<file path="src/rtl/wind_barb_line_path_assert.svh">
// ----------------------------------------------------------------------------
// wind barb line path assertion macros
// shared property wrappers for the concurrent checks of the block
// ----------------------------------------------------------------------------
`ifndef WIND_BARB_LINE_PATH_ASSERT_SVH
`define WIND_BARB_LINE_PATH_ASSERT_SVH

// same-cycle implication, disabled while reset is asserted
`define WBL_ASSERT_IMP(label, clk, rst_n, ante, cons) \
	label: assert property (@(posedge clk) disable iff (!rst_n) (ante) |-> (cons)) \
		else $error("wind barb line path check failed");

// next-cycle implication, disabled while reset is asserted
`define WBL_ASSERT_NEXT(label, clk, rst_n, ante, cons) \
	label: assert property (@(posedge clk) disable iff (!rst_n) (ante) |=> (cons)) \
		else $error("wind barb line path check failed");

`endif

</file>
<file path="src/rtl/wbl_pkg.sv">
// ----------------------------------------------------------------------------
// wbl_pkg
// types, fixed constants and the control program of the wind barb line path
// ----------------------------------------------------------------------------
package wbl_pkg;

	// sequencer steps, also the program addresses
	typedef enum logic [3:0] {
		ST_WAIT,
		ST_SCALE,
		ST_KNOTS,
		ST_FLAGS,
		ST_LONG,
		ST_SETUP,
		ST_STEM_MOVE,
		ST_STEM_LINE,
		ST_LONG_MOVE,
		ST_LONG_LINE,
		ST_SHORT_GAP,
		ST_SHORT_MOVE,
		ST_SHORT_LINE
	} step_t;

	// datapath operation of a step
	typedef enum logic [2:0] {
		OP_NOP,
		OP_WAIT,
		OP_SCALE,
		OP_KNOTS,
		OP_FLAGS,
		OP_LONG,
		OP_SETUP,
		OP_EMIT
	} op_t;

	typedef enum logic [1:0] {X_ZERO, X_LONG, X_SHORT} xsel_t;
	typedef enum logic [1:0] {Y_ZERO, Y_CUR, Y_LONG, Y_SHORT} ysel_t;
	typedef enum logic [1:0] {YU_HOLD, YU_BASE, YU_STEP, YU_GAP} yupd_t;
	typedef enum logic [1:0] {LS_NONE, LS_STEM, LS_LONG, LS_ALWAYS} last_t;
	typedef enum logic [2:0] {
		J_NONE,
		J_ALWAYS,
		J_MISSING,
		J_SLOW,
		J_NO_LONG,
		J_MORE_LONG,
		J_NO_SHORT
	} jcond_t;

	// path commands
	localparam logic CMD_MOVE = 1'b0;
	localparam logic CMD_LINE = 1'b1;

	// speed to knots: knots = (ws * 1800 + 118528) / (463 * 512)
	localparam int          P_W      = 27;
	localparam logic [10:0] KT_MUL   = 11'd1800;
	localparam logic [26:0] KT_BIAS  = 27'd118528;
	localparam int          KT_SHIFT = 9;
	// ceil(2^26 / 463), exact for every scaled speed below 2^18
	localparam logic [17:0] KT_RECIP = 18'd144944;
	localparam int          KT_RSH   = 26;
	// ceil(2^16 / 50) and ceil(2^11 / 10), exact on the ranges used
	localparam logic [10:0] DIV50_RECIP = 11'd1311;
	localparam logic [7:0]  DIV10_RECIP = 8'd205;
	localparam logic [8:0]  KNOTS_MIN   = 9'd5;

	// one control word
	typedef struct packed {
		op_t    op;
		logic   cmd;
		xsel_t  xsel;
		ysel_t  ysel;
		yupd_t  yupd;
		logic   cnt_dec;
		last_t  last_sel;
		jcond_t jcond;
		step_t  target;
	} uword_t;

	// sequencer to datapath
	typedef struct packed {
		uword_t word;
		logic   go;
	} ctrl_t;

	// datapath to sequencer
	typedef struct packed {
		logic missing;
		logic slow;
		logic no_long;
		logic more_long;
		logic no_short;
		logic out_free;
	} status_t;

	// control program
	function automatic uword_t ucode(input step_t st);
		uword_t w;
		w = '{op: OP_NOP, cmd: CMD_MOVE, xsel: X_ZERO, ysel: Y_ZERO, yupd: YU_HOLD,
			cnt_dec: 1'b0, last_sel: LS_NONE, jcond: J_NONE, target: ST_WAIT};
		case (st)
			ST_WAIT: begin
				w.op = OP_WAIT;
			end
			ST_SCALE: begin
				w.op = OP_SCALE;
				w.jcond = J_MISSING;
			end
			ST_KNOTS: begin
				w.op = OP_KNOTS;
			end
			ST_FLAGS: begin
				w.op = OP_FLAGS;
				w.jcond = J_SLOW;
			end
			ST_LONG: begin
				w.op = OP_LONG;
			end
			ST_SETUP: begin
				w.op = OP_SETUP;
			end
			ST_STEM_MOVE: begin
				w.op = OP_EMIT;
			end
			ST_STEM_LINE: begin
				w.op = OP_EMIT;
				w.cmd = CMD_LINE;
				w.ysel = Y_CUR;
				w.yupd = YU_BASE;
				w.last_sel = LS_STEM;
				w.jcond = J_NO_LONG;
				w.target = ST_SHORT_GAP;
			end
			ST_LONG_MOVE: begin
				w.op = OP_EMIT;
				w.ysel = Y_CUR;
			end
			ST_LONG_LINE: begin
				w.op = OP_EMIT;
				w.cmd = CMD_LINE;
				w.xsel = X_LONG;
				w.ysel = Y_LONG;
				w.yupd = YU_STEP;
				w.cnt_dec = 1'b1;
				w.last_sel = LS_LONG;
				w.jcond = J_MORE_LONG;
				w.target = ST_LONG_MOVE;
			end
			ST_SHORT_GAP: begin
				w.yupd = YU_GAP;
				w.jcond = J_NO_SHORT;
			end
			ST_SHORT_MOVE: begin
				w.op = OP_EMIT;
				w.ysel = Y_CUR;
			end
			ST_SHORT_LINE: begin
				w.op = OP_EMIT;
				w.cmd = CMD_LINE;
				w.xsel = X_SHORT;
				w.ysel = Y_SHORT;
				w.last_sel = LS_ALWAYS;
				w.jcond = J_ALWAYS;
			end
			default: begin
				w.jcond = J_ALWAYS;
			end
		endcase
		return w;
	endfunction

endpackage

</file>
<file path="src/rtl/wbl_in_if.sv">
// ----------------------------------------------------------------------------
// wbl_in_if
// speed item channel: valid, ready and the speed fields
// ----------------------------------------------------------------------------
interface wbl_in_if;
	logic        valid;
	logic        ready;
	logic [15:0] wind_speed;
	logic        speed_missing;
	logic        southern;

	modport source (output valid, output wind_speed, output speed_missing,
		output southern, input ready);
	modport sink (input valid, input wind_speed, input speed_missing,
		input southern, output ready);
endinterface

</file>
<file path="src/rtl/wbl_out_if.sv">
// ----------------------------------------------------------------------------
// wbl_out_if
// path command channel: valid, ready and one move or line command
// ----------------------------------------------------------------------------
interface wbl_out_if;
	logic               valid;
	logic               ready;
	logic               command;
	logic signed [15:0] x_coord;
	logic signed [15:0] y_coord;
	logic               last;

	modport source (output valid, output command, output x_coord, output y_coord,
		output last, input ready);
	modport sink (input valid, input command, input x_coord, input y_coord,
		input last, output ready);
endinterface

</file>
<file path="src/rtl/wbl_seq.sv">
// ----------------------------------------------------------------------------
// wbl_seq
// step counter and program lookup with conditional jumps
// ----------------------------------------------------------------------------
module wbl_seq (
	input  logic              clk,
	input  logic              arst_n,
	input  logic              in_valid,
	input  wbl_pkg::status_t  status,
	output wbl_pkg::ctrl_t    ctrl,
	output logic              in_ready
);

	wbl_pkg::step_t  pc_q;
	wbl_pkg::step_t  pc_d;
	wbl_pkg::uword_t word;
	logic            go;
	logic            taken;

	// control word of the current step
	always_comb begin
		word = wbl_pkg::ucode(pc_q);
	end

	// stall on an empty input or a full output register
	always_comb begin
		case (word.op)
			wbl_pkg::OP_WAIT: go = in_valid;
			wbl_pkg::OP_EMIT: go = status.out_free;
			default:          go = 1'b1;
		endcase
	end

	// jump condition
	always_comb begin
		case (word.jcond)
			wbl_pkg::J_NONE:      taken = 1'b0;
			wbl_pkg::J_ALWAYS:    taken = 1'b1;
			wbl_pkg::J_MISSING:   taken = status.missing;
			wbl_pkg::J_SLOW:      taken = status.slow;
			wbl_pkg::J_NO_LONG:   taken = status.no_long;
			wbl_pkg::J_MORE_LONG: taken = status.more_long;
			wbl_pkg::J_NO_SHORT:  taken = status.no_short;
			default:              taken = 1'b0;
		endcase
	end

	// next step
	always_comb begin
		pc_d = pc_q;
		if (go) begin
			if (taken) begin
				pc_d = word.target;
			end else begin
				pc_d = wbl_pkg::step_t'(pc_q + 4'd1);
			end
		end
	end

	always_ff @(posedge clk or negedge arst_n) begin
		if (!arst_n) begin
			pc_q <= wbl_pkg::ST_WAIT;
		end else begin
			pc_q <= pc_d;
		end
	end

	// outputs
	always_comb begin
		ctrl.word = word;
		ctrl.go = go;
		in_ready = (word.op == wbl_pkg::OP_WAIT);
	end

endmodule

</file>
<file path="src/rtl/wbl_dp.sv">
// ----------------------------------------------------------------------------
// wbl_dp
// speed to knots arithmetic, barb counts, y walker and output register
// ----------------------------------------------------------------------------
module wbl_dp #(
	parameter int COORD_FRAC_BITS = 8
) (
	input  logic              clk,
	input  logic              arst_n,
	input  wbl_pkg::ctrl_t    ctrl,
	input  logic [15:0]       wind_speed,
	input  logic              speed_missing,
	input  logic              southern,
	output wbl_pkg::status_t  status,
	wbl_out_if.source         path
);

	localparam int F  = COORD_FRAC_BITS;
	// glyph spans under 128 units, so 7 integer bits plus sign
	localparam int YW = F + 8;

	// geometry, each rounded to the nearest 1/2^F
	localparam longint SPOT_C  = ((longint'(140) << F) + 50) / 100;
	localparam longint STEM_C  = longint'(18) << F;
	localparam longint INTV_C  = ((longint'(36) << F) + 5) / 10;
	localparam longint FLEN_C  = longint'(7) << F;
	localparam longint LDX_C   = ((longint'(64'd8485281374) << F) + 500000000) / 1000000000;
	localparam longint SDX_C   = ((longint'(64'd4242640687) << F) + 500000000) / 1000000000;
	localparam longint GAP_C   = ((longint'(54) << F) + 5) / 10;

	localparam logic signed [YW-1:0] BASE     = YW'(SPOT_C + STEM_C);
	localparam logic signed [YW-1:0] INTERVAL = YW'(INTV_C);
	localparam logic signed [YW-1:0] FLEN     = YW'(FLEN_C);
	localparam logic signed [YW-1:0] LDX      = YW'(LDX_C);
	localparam logic signed [YW-1:0] SDX      = YW'(SDX_C);
	localparam logic signed [YW-1:0] GAP      = YW'(GAP_C);

	wbl_pkg::uword_t w;

	logic [15:0]              ws_q;
	logic                     missing_q;
	logic                     south_q;
	logic [wbl_pkg::P_W-1:0]  p_q;
	logic [8:0]               knots_q;
	logic [3:0]               flags_q;
	logic [5:0]               rem_q;
	logic [2:0]               long_q;
	logic                     short_q;
	logic [2:0]               cnt_q;
	logic signed [YW-1:0]     y_q;

	logic                     out_valid_q;
	logic                     cmd_q;
	logic [15:0]              x_out_q;
	logic [15:0]              y_out_q;
	logic                     last_q;

	logic [35:0]              kprod;
	logic [19:0]              fprod;
	logic [8:0]               rem50;
	logic [13:0]              lprod;
	logic [5:0]               rem10;
	logic signed [YW-1:0]     flag_y;
	logic signed [YW-1:0]     y_top;
	logic signed [YW-1:0]     x_raw;
	logic signed [YW-1:0]     x_fin;
	logic signed [YW-1:0]     y_fin;
	logic                     last_v;
	logic                     emit;
	logic                     out_free;

	function automatic logic [15:0] sat16(input logic signed [31:0] v);
		if (v > 32'sd32767) begin
			return 16'h7fff;
		end else if (v < -32'sd32768) begin
			return 16'h8000;
		end else begin
			return v[15:0];
		end
	endfunction

	assign w = ctrl.word;

	// knots and the split into flags, long and short barbs
	always_comb begin
		kprod  = 36'(p_q[wbl_pkg::P_W-1:wbl_pkg::KT_SHIFT]) * 36'(wbl_pkg::KT_RECIP);
		fprod  = 20'(knots_q) * 20'(wbl_pkg::DIV50_RECIP);
		rem50  = knots_q - 9'(flags_q) * 9'd50;
		lprod  = 14'(rem50[5:0]) * 14'(wbl_pkg::DIV10_RECIP);
		rem10  = rem_q - 6'(long_q) * 6'd10;
		flag_y = $signed(YW'(flags_q)) * FLEN;
		y_top  = (flags_q != 4'd0) ? BASE + flag_y + INTERVAL : BASE;
	end

	// input capture and arithmetic steps
	always_ff @(posedge clk) begin
		if (ctrl.go) begin
			case (w.op)
				wbl_pkg::OP_WAIT: begin
					ws_q <= wind_speed;
					missing_q <= speed_missing;
					south_q <= southern;
				end
				wbl_pkg::OP_SCALE: begin
					p_q <= wbl_pkg::P_W'(ws_q) * wbl_pkg::P_W'(wbl_pkg::KT_MUL)
						+ wbl_pkg::KT_BIAS;
				end
				wbl_pkg::OP_KNOTS: begin
					knots_q <= kprod[wbl_pkg::KT_RSH+8:wbl_pkg::KT_RSH];
				end
				wbl_pkg::OP_FLAGS: begin
					flags_q <= fprod[19:16];
				end
				wbl_pkg::OP_LONG: begin
					rem_q <= rem50[5:0];
					long_q <= lprod[13:11];
				end
				default: begin
				end
			endcase
		end
	end

	// barb counter and y walker
	always_ff @(posedge clk) begin
		if (ctrl.go) begin
			if (w.op == wbl_pkg::OP_SETUP) begin
				short_q <= (rem10 >= 6'd5);
				cnt_q <= long_q;
				y_q <= y_top;
			end else begin
				if (w.cnt_dec) begin
					cnt_q <= cnt_q - 3'd1;
				end
				case (w.yupd)
					wbl_pkg::YU_BASE: y_q <= BASE;
					wbl_pkg::YU_STEP: y_q <= y_q - INTERVAL;
					wbl_pkg::YU_GAP: begin
						if (flags_q == 4'd0 && long_q == 3'd0) begin
							y_q <= y_q - GAP;
						end
					end
					default: begin
					end
				endcase
			end
		end
	end

	// coordinates of the command being issued
	always_comb begin
		case (w.xsel)
			wbl_pkg::X_ZERO:  x_raw = '0;
			wbl_pkg::X_LONG:  x_raw = -LDX;
			wbl_pkg::X_SHORT: x_raw = -SDX;
			default:          x_raw = '0;
		endcase
		x_fin = south_q ? -x_raw : x_raw;
		case (w.ysel)
			wbl_pkg::Y_ZERO:  y_fin = '0;
			wbl_pkg::Y_CUR:   y_fin = y_q;
			wbl_pkg::Y_LONG:  y_fin = y_q + LDX;
			wbl_pkg::Y_SHORT: y_fin = y_q + SDX;
			default:          y_fin = '0;
		endcase
		case (w.last_sel)
			wbl_pkg::LS_NONE:   last_v = 1'b0;
			wbl_pkg::LS_STEM:   last_v = (long_q == 3'd0) && !short_q;
			wbl_pkg::LS_LONG:   last_v = (cnt_q == 3'd1) && !short_q;
			wbl_pkg::LS_ALWAYS: last_v = 1'b1;
			default:            last_v = 1'b0;
		endcase
	end

	assign emit = ctrl.go && (w.op == wbl_pkg::OP_EMIT);
	assign out_free = !out_valid_q || path.ready;

	// output register
	always_ff @(posedge clk or negedge arst_n) begin
		if (!arst_n) begin
			out_valid_q <= 1'b0;
		end else if (emit) begin
			out_valid_q <= 1'b1;
		end else if (path.ready) begin
			out_valid_q <= 1'b0;
		end
	end

	always_ff @(posedge clk) begin
		if (emit) begin
			cmd_q <= w.cmd;
			x_out_q <= sat16(32'(x_fin));
			y_out_q <= sat16(32'(y_fin));
			last_q <= last_v;
		end
	end

	assign path.valid   = out_valid_q;
	assign path.command = cmd_q;
	assign path.x_coord = $signed(x_out_q);
	assign path.y_coord = $signed(y_out_q);
	assign path.last    = last_q;

	// status to the sequencer
	always_comb begin
		status.missing   = missing_q;
		status.slow      = (knots_q < wbl_pkg::KNOTS_MIN);
		status.no_long   = (cnt_q == 3'd0);
		status.more_long = (cnt_q != 3'd1);
		status.no_short  = !short_q;
		status.out_free  = out_free;
	end

endmodule

</file>
<file path="src/rtl/wind_barb_line_path.sv">
// ----------------------------------------------------------------------------
// wind_barb_line_path
// wind speed to move/line commands for the stem and barbs of a wind barb
//
//   channel  dir  fields                                  accepted when
//   sample   in   wind_speed, speed_missing, southern     valid && ready
//   path     out  command, x_coord, y_coord, last         valid && ready
//
// a missing speed ends the item after the scale step, one under five knots
// after the flags step; otherwise the program emits a move and a line for
// the stem and each barb, one step of the control program per cycle while
// sample and path do not stall it. a stalled path holds the sequencer on
// its next command; sample is taken again once the program is back at its
// wait step, while the final command may still sit in the output register.
// reset returns the program to its wait step and empties the output.
// ----------------------------------------------------------------------------
`include "wind_barb_line_path_assert.svh"

module wind_barb_line_path #(
	parameter int COORD_FRAC_BITS = 8
) (
	input  logic       clk,
	input  logic       arst_n,
	wbl_in_if.sink     sample,
	wbl_out_if.source  path
);

	wbl_pkg::ctrl_t   ctrl;
	wbl_pkg::status_t status;
	logic             in_ready;

	// program sequencer
	wbl_seq u_seq (
		.clk      (clk),
		.arst_n   (arst_n),
		.in_valid (sample.valid),
		.status   (status),
		.ctrl     (ctrl),
		.in_ready (in_ready)
	);

	assign sample.ready = in_ready;

	// datapath and output register
	wbl_dp #(
		.COORD_FRAC_BITS (COORD_FRAC_BITS)
	) u_dp (
		.clk           (clk),
		.arst_n        (arst_n),
		.ctrl          (ctrl),
		.wind_speed    (sample.wind_speed),
		.speed_missing (sample.speed_missing),
		.southern      (sample.southern),
		.status        (status),
		.path          (path)
	);

	// one item in work at a time
	`WBL_ASSERT_NEXT(a_one_item, clk, arst_n, sample.valid && sample.ready, !sample.ready)
	// a stalled command stays valid
	`WBL_ASSERT_NEXT(a_stall_hold, clk, arst_n, path.valid && !path.ready, path.valid)
	// a glyph always ends on a line command
	`WBL_ASSERT_IMP(a_move_not_last, clk, arst_n, path.valid && path.command == wbl_pkg::CMD_MOVE, !path.last)

endmodule
</file>
<file path="src/flat_wrapper.sv">
// flat-port wrapper written by rule: the top's interface ports become plain ports
module wind_barb_line_path_flat 
#(
	parameter int COORD_FRAC_BITS = 8
)
  (clk, arst_n, sample_valid, sample_wind_speed, sample_speed_missing, sample_southern, sample_ready, path_valid, path_command, path_x_coord, path_y_coord, path_last, path_ready);
  wbl_in_if sample_i ();
  wbl_out_if path_i ();
  input  logic clk;
  input  logic arst_n;
  input wire logic [$bits(sample_i.valid)-1:0] sample_valid;
  input wire logic [$bits(sample_i.wind_speed)-1:0] sample_wind_speed;
  input wire logic [$bits(sample_i.speed_missing)-1:0] sample_speed_missing;
  input wire logic [$bits(sample_i.southern)-1:0] sample_southern;
  output wire logic [$bits(sample_i.ready)-1:0] sample_ready;
  output wire logic [$bits(path_i.valid)-1:0] path_valid;
  output wire logic [$bits(path_i.command)-1:0] path_command;
  output wire logic [$bits(path_i.x_coord)-1:0] path_x_coord;
  output wire logic [$bits(path_i.y_coord)-1:0] path_y_coord;
  output wire logic [$bits(path_i.last)-1:0] path_last;
  input wire logic [$bits(path_i.ready)-1:0] path_ready;
  assign sample_i.valid = sample_valid;
  assign sample_i.wind_speed = sample_wind_speed;
  assign sample_i.speed_missing = sample_speed_missing;
  assign sample_i.southern = sample_southern;
  assign sample_ready = sample_i.ready;
  assign path_valid = path_i.valid;
  assign path_command = path_i.command;
  assign path_x_coord = path_i.x_coord;
  assign path_y_coord = path_i.y_coord;
  assign path_last = path_i.last;
  assign path_i.ready = path_ready;
  wind_barb_line_path #(.COORD_FRAC_BITS(COORD_FRAC_BITS)) u_core (.clk(clk), .arst_n(arst_n), .sample(sample_i), .path(path_i));
endmodule
</file>
<file path="config.mk">
export PLATFORM = sky130hd
export DESIGN_NAME = wind_barb_line_path_flat
export DESIGN_NICKNAME = d
export VERILOG_FILES = /design/src/rtl/wbl_pkg.sv /design/src/rtl/wbl_in_if.sv /design/src/rtl/wbl_out_if.sv /design/src/rtl/wbl_seq.sv /design/src/rtl/wbl_dp.sv /design/src/rtl/wind_barb_line_path.sv /design/src/flat_wrapper.sv
export VERILOG_INCLUDE_DIRS = /design/src /design/src/rtl
export SDC_FILE = /design/constraint.sdc
export NUM_CORES = 1
export LEC_CHECK = 0
export BUFFER_PORTS_ARGS = -buffer_cell sky130_fd_sc_hd__buf_2
export CELL_PAD_IN_SITES_DETAIL_PLACEMENT = 1
export CELL_PAD_IN_SITES_GLOBAL_PLACEMENT = 1
export CORE_ASPECT_RATIO = 0.5
export CORE_UTILIZATION = 45
export CTS_CLUSTER_DIAMETER = 120
export CTS_CLUSTER_SIZE = 8
export DETAILED_ROUTE_END_ITERATION = 12
export GPL_TIMING_DRIVEN = 0
export MAX_ROUTING_LAYER = met4
export PLACE_DENSITY_LB_ADDON = 0.2
export SLEW_MARGIN = 15
export SYNTH_ARGS = -nofsm -noshare
export SYNTH_HDL_FRONTEND = slang
export SYNTH_SLANG_ARGS = --single-unit
</file>
<file path="constraint.sdc">
create_clock -name clk -period 7.26 [get_ports clk]
set_clock_uncertainty 0.05 [all_clocks]
set_input_delay 0.363 -clock clk [delete_from_list [all_inputs] [get_ports clk]]
set_output_delay 0.363 -clock clk [all_outputs]
set_load 0.02 [all_outputs]
</file>
==> impl_metrics.ini, run 1 <==
[clock_tree]
clk_path_buf_depth = 2
cts.sinks = 105
clkTransAtPathRegs_ps = 70
cts_root_buffer = clkbuf_16
cts_buffers = 9
htree_levels = 3
tritoncts = done
insertion_delay_ps = 390
cts_resized = 0

[grt]
grt_pass1_vias = 11200
antenna_found_initial = 0
grt_overflow = 0
grt_usage = 0.214
grt_max_degree = 24
grt_pass1_wl_microns = 53500

[critical_path]
cp_data_arrival_time_ps = 5910
crit_family = adder cells
cp_common_cell = fa_1
worstRegToRegCells = 17
ff2ff_setup_slack_ps = 1440
setup.worst_path.start_class = flop
slowest_stage = fa_1
critPathBufInv = 4
end_kind = flop
path_cells = ha_1, inv_1, fa_1, inv_1, fa_1, fa_1, fa_1, inv_1, fa_1, inv_1, ha_1, and2_1, a211oi_1, o311ai_1, o41a_1, a21o_1, xor2_1
worstSetupPathType = flop to flop
worstPathMaxFanout = 5
cpPeakStageDelay_ps = 560
r2r_end = u_core.u_dp.knots_q[4]
rr_startpoint = u_core.u_dp.p_q[20]
required_ps = 7350
cp_num_cells = 17

[hold_path]
holdCritStartpoint = sample_wind_speed[15]
hp-class = primary input to flop
holdPathEnd = u_core.u_dp.ws_q[15]
whs_path_depth = 1

[sta]
max_freq_ghz = 0.172
worst_slew_pin_slew_ps = 1060
period_needed_ps = 5820
grt_setup_unrepaired = no
finalSetupTns_ps = 0
relSlewSlack = 0.294
setup_viol = 0
maxSlewViolCount = 0
finalHoldViolations = 0
fin_crit_sh = 0.802
fin_hold_ws_ps = 103

[yosys]
yosysWarnings = 0
synth_ff_type = edfxtp_1
yosys_register_bits = 105
synth_cell_types = 83
yosysSeqAreaShare = 0.222
synth-edff-count = 100
synth-async-reset-ratio = 0.0476
syn_inst = 1384
synthesis.area_sq_um = 14100
postSynthAreaPerCell_sq_um = 10.2

[floorplanning]
die_height_microns = 127
start_util = 0.462
rows = 45
io_pins = 58
core_region_area_sq_um = 30600
dieArea_sq_um = 32100
die_w_microns = 252

[job]
drv_cap = 0

[final_layout]
antenna_cells = 0
nFillCells = 3410
layout.nets = 1900
drive_gt1_frac = 0.0833
stdcell_count = 1887
fin_area_sq_um = 15300
areaGrowthSynthToFinish_pct = 8.57

[status]
status = complete, no violations

[detailed_routing]
wl_met1_microns = 13600
dr.pass1.iters = 4
post_drt_wl_per_cell_microns = 16.6
routed_wl_microns = 31300
highest_layer = met4
dr_wl_met2_microns = 16500
ant_nets = 0
drtIter0Drc = 306
dr_wl_met3_microns = 693
drc = 0
viasPerCell = 5.29
vias = 9982

[placement]
dp_hpwl_microns = 26800
io_buffers = 55
dp.cells = 1870
gp_congestion = 0.886
post_dp_cell_area_sq_um = 15000
-- through the flow --
step | setup slack (ps) | utilization
finish | 1440 | 0.501
global route | 1100 | 0.501
CTS | 1390 | 0.501
detailed placement | 1390 | 0.491
global placement | 1440 | 0.488
floorplan | 1950 | -
-- what timing repair did --
action | in CTS | in global routing
hold buffers | 1 | 0
buffers inserted | 0 | 0
hold endpoints to repair | 5 | 0
-- layer usage --
layer / vias up / global-route usage
met5: - / -
li1: 4895 / -
met4: 0 / 0.0553
met1: 4961 / 0.242
met3: 37 / 0.0289
met2: 89 / 0.398
-- how the worst max path moves through the flow --
stage / from / to / slack [ps]
2_1_floorplan: u_core.u_dp.p_q[20] / u_core.u_dp.knots_q[4] / 1950
3_3_place_gp: u_core.u_seq.pc_q[1] / u_core.u_dp.ws_q[13] / 1440
3_5_place_dp: u_core.u_dp.p_q[20] / u_core.u_dp.knots_q[4] / 1390
4_1_cts: u_core.u_dp.p_q[17] / u_core.u_dp.knots_q[4] / 1390
5_1_grt: u_core.u_dp.p_q[17] / u_core.u_dp.knots_q[4] / 1100
6_report: u_core.u_dp.p_q[20] / u_core.u_dp.knots_q[4] / 1440
-- sequential cells by signal (all words and copies together) (netlist names), 3 cells and up --
| signal | count |
|---|---|
| u_core.u_dp.y_q | 15 |
| u_core.u_dp.cnt_q | 3 |
| u_core.u_dp.flags_q | 4 |
| u_core.u_dp.path.y_coord | 15 |
| u_core.u_dp.path.x_coord | 6 |
| u_core.u_dp.p_q | 18 |
| u_core.u_seq.pc_q | 4 |
| u_core.u_dp.rem_q | 6 |
| u_core.u_dp.long_q | 3 |
| u_core.u_dp.ws_q | 16 |
| u_core.u_dp.knots_q | 9 |
-- cell usage after synthesis (8+ instances only) --
| master | count | share of area |
|---|---|---|
| o21bai_1 | 8 | 0.0043 |
| a21oi_1 | 62 | 0.022 |
| inv_1 | 251 | 0.067 |
| clkbuf_1 | 16 | 0.0043 |
| nand2_1 | 48 | 0.013 |
| o211ai_1 | 12 | 0.0064 |
| nor3_1 | 19 | 0.0067 |
| nand2b_1 | 8 | 0.0035 |
| buf_4 | 11 | 0.0059 |
| o22ai_1 | 10 | 0.0044 |
| ha_1 | 301 | 0.27 |
| xor2_1 | 40 | 0.025 |
| nor2b_1 | 15 | 0.0067 |
| edfxtp_1 | 100 | 0.21 |
| nor2_1 | 62 | 0.016 |
| nand3_1 | 28 | 0.0099 |
| a31oi_1 | 11 | 0.0049 |
| and2_1 | 8 | 0.0035 |
| xnor2_1 | 48 | 0.030 |
| a21o_1 | 35 | 0.019 |
| o21ai_0 | 32 | 0.011 |
| fa_1 | 118 | 0.17 |
-- area by class of cell --
class	count	area, sq um	share of cell area
inverters	252	946	0.0617
plain buffers	33	173	0.0113
flip-flops and latches	105	3130	0.204
clock inverters	6	71.3	0.00466
multi-input cells	995	9900	0.647
well taps	423	529	0.0346
clock buffers	10	229	0.0149
repair buffers	63	338	0.0221
-- cells by family after synthesis --
kind of cell,synth area share
adders and majority gates,0.435
buffers and inverters,0.0793
and+or+nand+nor,0.0928
AOI/OAI and AO/OA,0.115
DFF,0.222
xor gates and xnor gates,0.0546
muxes,0.00151
other,0.000266
-- placed cells by master, fill, tap and decap left out, drive strengths merged, types with 40 or more instances in the layout --
master	Yosys	final
a21oi	62	62
buf	17	79
edfxtp	100	100
fa	118	118
ha	301	301
inv	251	255
nand2	48	48
nor2	63	63
xnor2	48	48
xor2	40	40
Power of run 1 is left out: the tool's default activity adds up to more than one toggle a clock period on the data nets, which glitch-free logic cannot reach.
==> run 2, diff against run 1 <==
==> constraint.sdc (replaced) <==
create_clock -name clk -period 5.8 [get_ports clk]
set_clock_uncertainty 0.05 [all_clocks]
set_input_delay 0.29 -clock clk [delete_from_list [all_inputs] [get_ports clk]]
set_output_delay 0.29 -clock clk [all_outputs]
set_load 0.02 [all_outputs]
==> run 2 against run 1 <==
Utilization is 0.82 points higher. Highest routed layer unchanged. Critical path depth is 2 higher. Global-route usage is 0.051 points higher. Count of clock-buffer cells in the layout stayed put. Worst setup slack worse by 1200 ps. First-iteration DRC count is 9.5% lower. Final area is 1.6% higher. Via count is 1.1% higher. Maximum frequency is 4.5% higher. Non-clock buffer count is 27 higher. Cell count is 1.4% higher.
==> impl_metrics.ini, run 2 (same netlist as run 1, synthesis figures left out) <==
[critical_path]
cp_num_cells = 19
cp_common_cell = fa_1
required_ps = 5880
worstPathMaxFanout = 3
cp_data_arrival_time_ps = 5650
worstSetupPathType = flop to flop
r2r_end = u_core.u_dp.knots_q[4]
endpoint = u_core.u_dp.knots_q[4]
crit_family = adder cells
critPathBufInv = 4
worstRegToRegCells = 19
rr_startpoint = u_core.u_dp.p_q[21]
path_cells = ha_4, inv_1, fa_1, inv_1, fa_1, fa_1, fa_1, inv_1, fa_1, inv_1, ha_1, o21a_1, o211ai_1, nor4_2, o211ai_1, o311ai_2, o41a_1, a21o_1, xor2_1
cpPeakStageDelay_ps = 560
ff2ff_setup_slack_ps = 230
end_kind = flop
setup.worst_path.start_class = flop
crit_start = u_core.u_dp.p_q[21]
slowest_stage = fa_1

[clock_tree]
tritoncts = done
insertion_delay_ps = 380
cts_root_buffer = clkbuf_16
cts.sinks = 105
cts_buffers = 9
clk_path_buf_depth = 2
htree_levels = 3
clkTransAtPathRegs_ps = 70

[detailed_routing]
drtIter0Drc = 277
viasPerCell = 5.27
dr.pass1.iters = 4
ant_nets = 0
drc = 0
routed_wl_microns = 32000
vias = 10100
post_drt_wl_per_cell_microns = 16.7

[sta]
period_needed_ps = 5570
setup_viol = 0
max_freq_ghz = 0.180
relSlewSlack = 0.294
maxSlewViolCount = 0
finalHoldViolations = 0
worst_slew_pin_slew_ps = 1060
fin_crit_sh = 0.960

[placement]
dp_hpwl_microns = 26800
gp_congestion = 0.886
io_buffers = 55
post_dp_cell_area_sq_um = 15000

[floorplanning]
start_util = 0.462
io_pins = 58
die_w_microns = 252
dieArea_sq_um = 32100
rows = 45
die_height_microns = 127
core_region_area_sq_um = 30600

[grt]
grt.busiest_layer = met2
antenna_found_initial = 0
grtUsageMet3 = 0.0287
grt_usage = 0.214
grt_util_met1 = 0.243
grt_max_degree = 24
grtUsageMet2 = 0.399
grt_overflow = 0
grt_pass1_vias = 11200
grt_pass1_wl_microns = 53600

[final_layout]
antenna_cells = 0
multi_input_area_sq_um = 9950
largest_reg_flops = 18
mostFrequentLayoutCell = ha_1
layout.nets = 1927
reg_top3 = u_core.u_dp.p_q x18, u_core.u_dp.ws_q x16
mostFrequentLayoutCells = ha_1 (299), inv_1 (251), fa_1 (118)
regArea_sq_um = 3130
areaGrowthSynthToFinish_pct = 10.3
regMostFlops = u_core.u_dp.p_q
nFillCells = 3407
drive_gt1_frac = 0.104
fin_area_sq_um = 15600

[job]
drv_cap = 0

[status]
status = complete, no violations

[hold_path]
hp-class = primary input to flop
-- run 2: layout make-up --
type	count	area share
timing repair buffer	90	0.0347
multi-input combinational	995	0.639
clock inverter	6	0.00458
sequential	105	0.201
tap	423	0.0340
clock buffer	10	0.0147
buffer	33	0.0111
inverter	252	0.0608
-- run 2: routing by layer --
metal / part of all wire / vias to the layer above / routed length, microns
met5: 0 / - / 0
met4: 0.017 / 0 / 531
met3: 0.020 / 38 / 649
met2: 0.53 / 100 / 16900
met1: 0.44 / 5000 / 13900
li1: - / 4952 / -
-- run 2: what timing repair did --
item                                    4_1_cts  5_1_grt
buffers inserted                              4       23
pin swaps                                     0        9
resized for setup                             1        5
endpoints found under the setup margin        1        7
endpoints found under the hold margin         5        0
hold buffers                                  1        0
-- run 2: worst min-delay path by stage --
stage	from	to	slack (ps)	depth (start not counted)
detailed placement	arst_n	u_core.u_dp.path.valid	70	1
global placement	arst_n	u_core.u_dp.path.valid	70	1
floorplan	arst_n	u_core.u_dp.path.valid	-60	0
CTS	sample_wind_speed[6]	u_core.u_dp.ws_q[6]	20	1
global route	sample_southern	u_core.u_dp.south_q	20	1
finish	sample_wind_speed[15]	u_core.u_dp.ws_q[15]	30	1
-- run 2: through the flow --
step,hold WS (ps),util,setup slack [ps],TNS (ps),cells
floorplan,-55.6,-,493,0,1385
global placement,67.0,0.488,-23.3,-377,1863
detailed placement,70.3,0.491,-72.6,-72.6,1870
CTS,16.7,0.502,23.2,0,1891
global route,18.5,0.509,-17.3,-21.2,1914
finish,30.5,0.509,232,0,1914
-- run 2: worst reg2reg max path, delay by kind of cell (launching register included) --
family	cells	cell delay (ps)
AO/OA/AOI/OAI	6	1420
adder cells (fa/ha/maj)	7	2930
XOR/XNOR	1	140
buffers and inverters	4	220
flip-flops	1	460
AND/OR/NAND/NOR	1	100
Power of run 2 is left out for the same reason.
==> run 3, diff against run 2 <==
--- a/config.mk
+++ b/config.mk
@@ -6,6 +6,7 @@
 export SDC_FILE = /design/constraint.sdc
 export NUM_CORES = 1
 export LEC_CHECK = 0
+export ABC_AREA = 1
 export BUFFER_PORTS_ARGS = -buffer_cell sky130_fd_sc_hd__buf_2
 export CELL_PAD_IN_SITES_DETAIL_PLACEMENT = 1
 export CELL_PAD_IN_SITES_GLOBAL_PLACEMENT = 1
==> run 3 against run 2 <==
The run now ends with DRC left. Highest routed layer unchanged. Register-to-register slack better by 180 ps. Via count up 16%. Critical endpoint unchanged. Critical path type unchanged. Non-clock buffer count down 50. Maximum frequency up 3.4%. Global-route usage up 0.94 points.
==> impl_metrics.ini, run 3 <==
[status]
status = finished with violations
failed_checks = DRC

[sta]
worst_slack_ps = 413
max_freq_ghz = 0.186
setup_viol = 0
grt_setup_unrepaired = no
maxSlewViolCount = 0
worst_slew_pin_slew_ps = 913
fin_crit_sh = 0.929
period_needed_ps = 5390
relSlewSlack = 0.391
finalHoldViolations = 0
finalSetupTns_ps = 0

[detailed_routing]
drtIter0Drc = 309
post_drt_wl_per_cell_microns = 15.5
dr.pass1.iters = 8
routed_wl_microns = 35200
drc = 1
ant_nets = 0
vias = 11700
viasPerCell = 5.15

[yosys]
syn_inst = 1767
synthTopCellsByCount = inv_1 (373), ha_1 (301), nand2_1 (290)
synth-edff-count = 100
synth_cell_types = 50
yosysMostFrequentCell = inv_1
synth_ff_type = edfxtp_1
yosys_register_bits = 105
postSynthAreaPerCell_sq_um = 8.53
yosysWarnings = 0
synthDominantCellAreaShare = 0.250
yosysSeqAreaShare = 0.208
synthesis.area_sq_um = 15100
synthTopCellsByArea = ha_1 (25%), edfxtp_1 (20%), fa_1 (16%), inv_1 (9.3%), nand2_1 (7.2%)
synth-async-reset-ratio = 0.0476
synth_top_cell_by_area = ha_1

[critical_path]
setup.worst_path.start_class = flop
end_kind = flop
cp_data_arrival_time_ps = 5460
worstRegToRegCells = 17
worstSetupPathType = flop to flop
required_ps = 5870
worstPathMaxFanout = 5

[final_layout]
regMostFlops = u_core.u_dp.p_q
nFillCells = 3890
mostFrequentLayoutCells = inv_1 (373), ha_1 (301), nand2_1 (290)
antenna_cells = 0
stdcell_count = 2273
drive_gt1_frac = 0.0641
areaGrowthSynthToFinish_pct = 7.91
mostFrequentLayoutCell = inv_1
reg_top3 = u_core.u_dp.p_q x18, u_core.u_dp.ws_q x16
layout.nets = 2277
largest_reg_flops = 18

[placement]
gp_congestion = 0.870
io_buffers = 55
place_ws_ps = 395
dp.cells = 2256
dp_hpwl_microns = 30500

[floorplanning]
rows = 46
io_pins = 58
die_height_microns = 131
core_region_area_sq_um = 32300
start_util = 0.467
die_w_microns = 261
dieArea_sq_um = 34300

[clock_tree]
htree_levels = 3
cts_buffers = 9
insertion_delay_ps = 390
post-cts-setup-buffers = 0
cts.sinks = 105
cts_root_buffer = clkbuf_16
clkTransAtPathRegs_ps = 80
clk_path_buf_depth = 2
tritoncts = done

[hold_path]
hp-class = primary input to flop
whs_path_depth = 1

[job]
drv_cap = 0

[grt]
grt_pass1_vias = 12900
grt_usage = 0.224
antenna_found_initial = 0
grt_max_degree = 24
grt_overflow = 0
grt_pass1_wl_microns = 60000
run 3: cell types whose count changed after synthesis, moves of 7 or more:
cell and delta:
nor2b_1 -15, nor2_1 +47, a21oi_1 +36, a21o_1 -23, clkbuf_1 -13, inv_1 +122, o22ai_1 -7, o21ai_0 +43
nand2_1 +242, and2_1 -7, xnor2_1 -25, nand2b_1 -8, nand3_1 +50, nand4_1 +16
run 3: worst max-delay path, stage by stage (launching register included):
cell and delay [ps]:
edfxtp_1 530, ha_1 360, inv_1 60, fa_1 530, inv_1 50, fa_1 460, fa_1 520, fa_1 540
inv_1 50, fa_1 490, inv_1 40, ha_1 330, nand2_1 120, nor4_1 380, nand3_1 130, nand3_1 200
a21oi_1 130, xnor2_1 150
run 3: metrics by stage:
step                      hold slack (ps)  utilization  instance area (sq um)
final                                28.6        0.504                  16300
after global routing                 14.7        0.504                  16300
after CTS                            8.97        0.504                  16300
after detailed placement             59.6        0.493                  15900
after global placement               61.5        0.492                  15900
after floorplan                     -55.6            -                  15100
run 3: timing repair:
item	4_1_cts	5_1_grt
hold endpoints to repair	5	0
resized for setup	0	0
hold buffers	1	0
run 3: worst paths after layout:
check	from	to	slack, ps
worst min register to register	u_core.u_dp.path.valid	u_core.u_dp.path.valid	540
worst max-delay path	u_core.u_dp.p_q[20]	u_core.u_dp.knots_q[4]	410
max in group asynchronous	arst_n	u_core.u_seq.pc_q[2]	5350
min in group asynchronous	arst_n	u_core.u_seq.pc_q[0]	220
worst max register to register	u_core.u_dp.p_q[20]	u_core.u_dp.knots_q[4]	410
worst min-delay path	sample_wind_speed[15]	u_core.u_dp.ws_q[15]	30
run 3: logic make-up after synthesis:
logic type                 count (synthesis)  share of synthesized area
adders and majority gates                419                      0.407
xor gates and xnor gates                  69                     0.0401
DFF                                      105                      0.208
and+or+nand+nor                          543                      0.156
other                                      1                   0.000249
buffers and inverters                    398                      0.103
AOI/OAI and AO/OA                        232                     0.0861
run 3: layout make-up:
type                       instances  area (sq um)  share of cell area
timing repair buffer              57           297              0.0182
sequential                       105          3130               0.192
tap                              432           541              0.0332
inverter                         382          1440              0.0885
clock inverter                     7           119             0.00731
buffer                            16           113             0.00693
multi-input combinational       1265         10400               0.640
clock buffer                       9           225              0.0139
run 3: metal layers:
metal  share of wire  track usage  wire, microns  vias to the layer above
met5               0            -              0                        -
met1            0.44        0.260          15600                     5691
met4           0.017       0.0530            616                        0
met2            0.52        0.407          18300                       86
li1                -            -              -                     5885
met3           0.019       0.0291            652                       43
Power of run 3 is left out for the same reason.
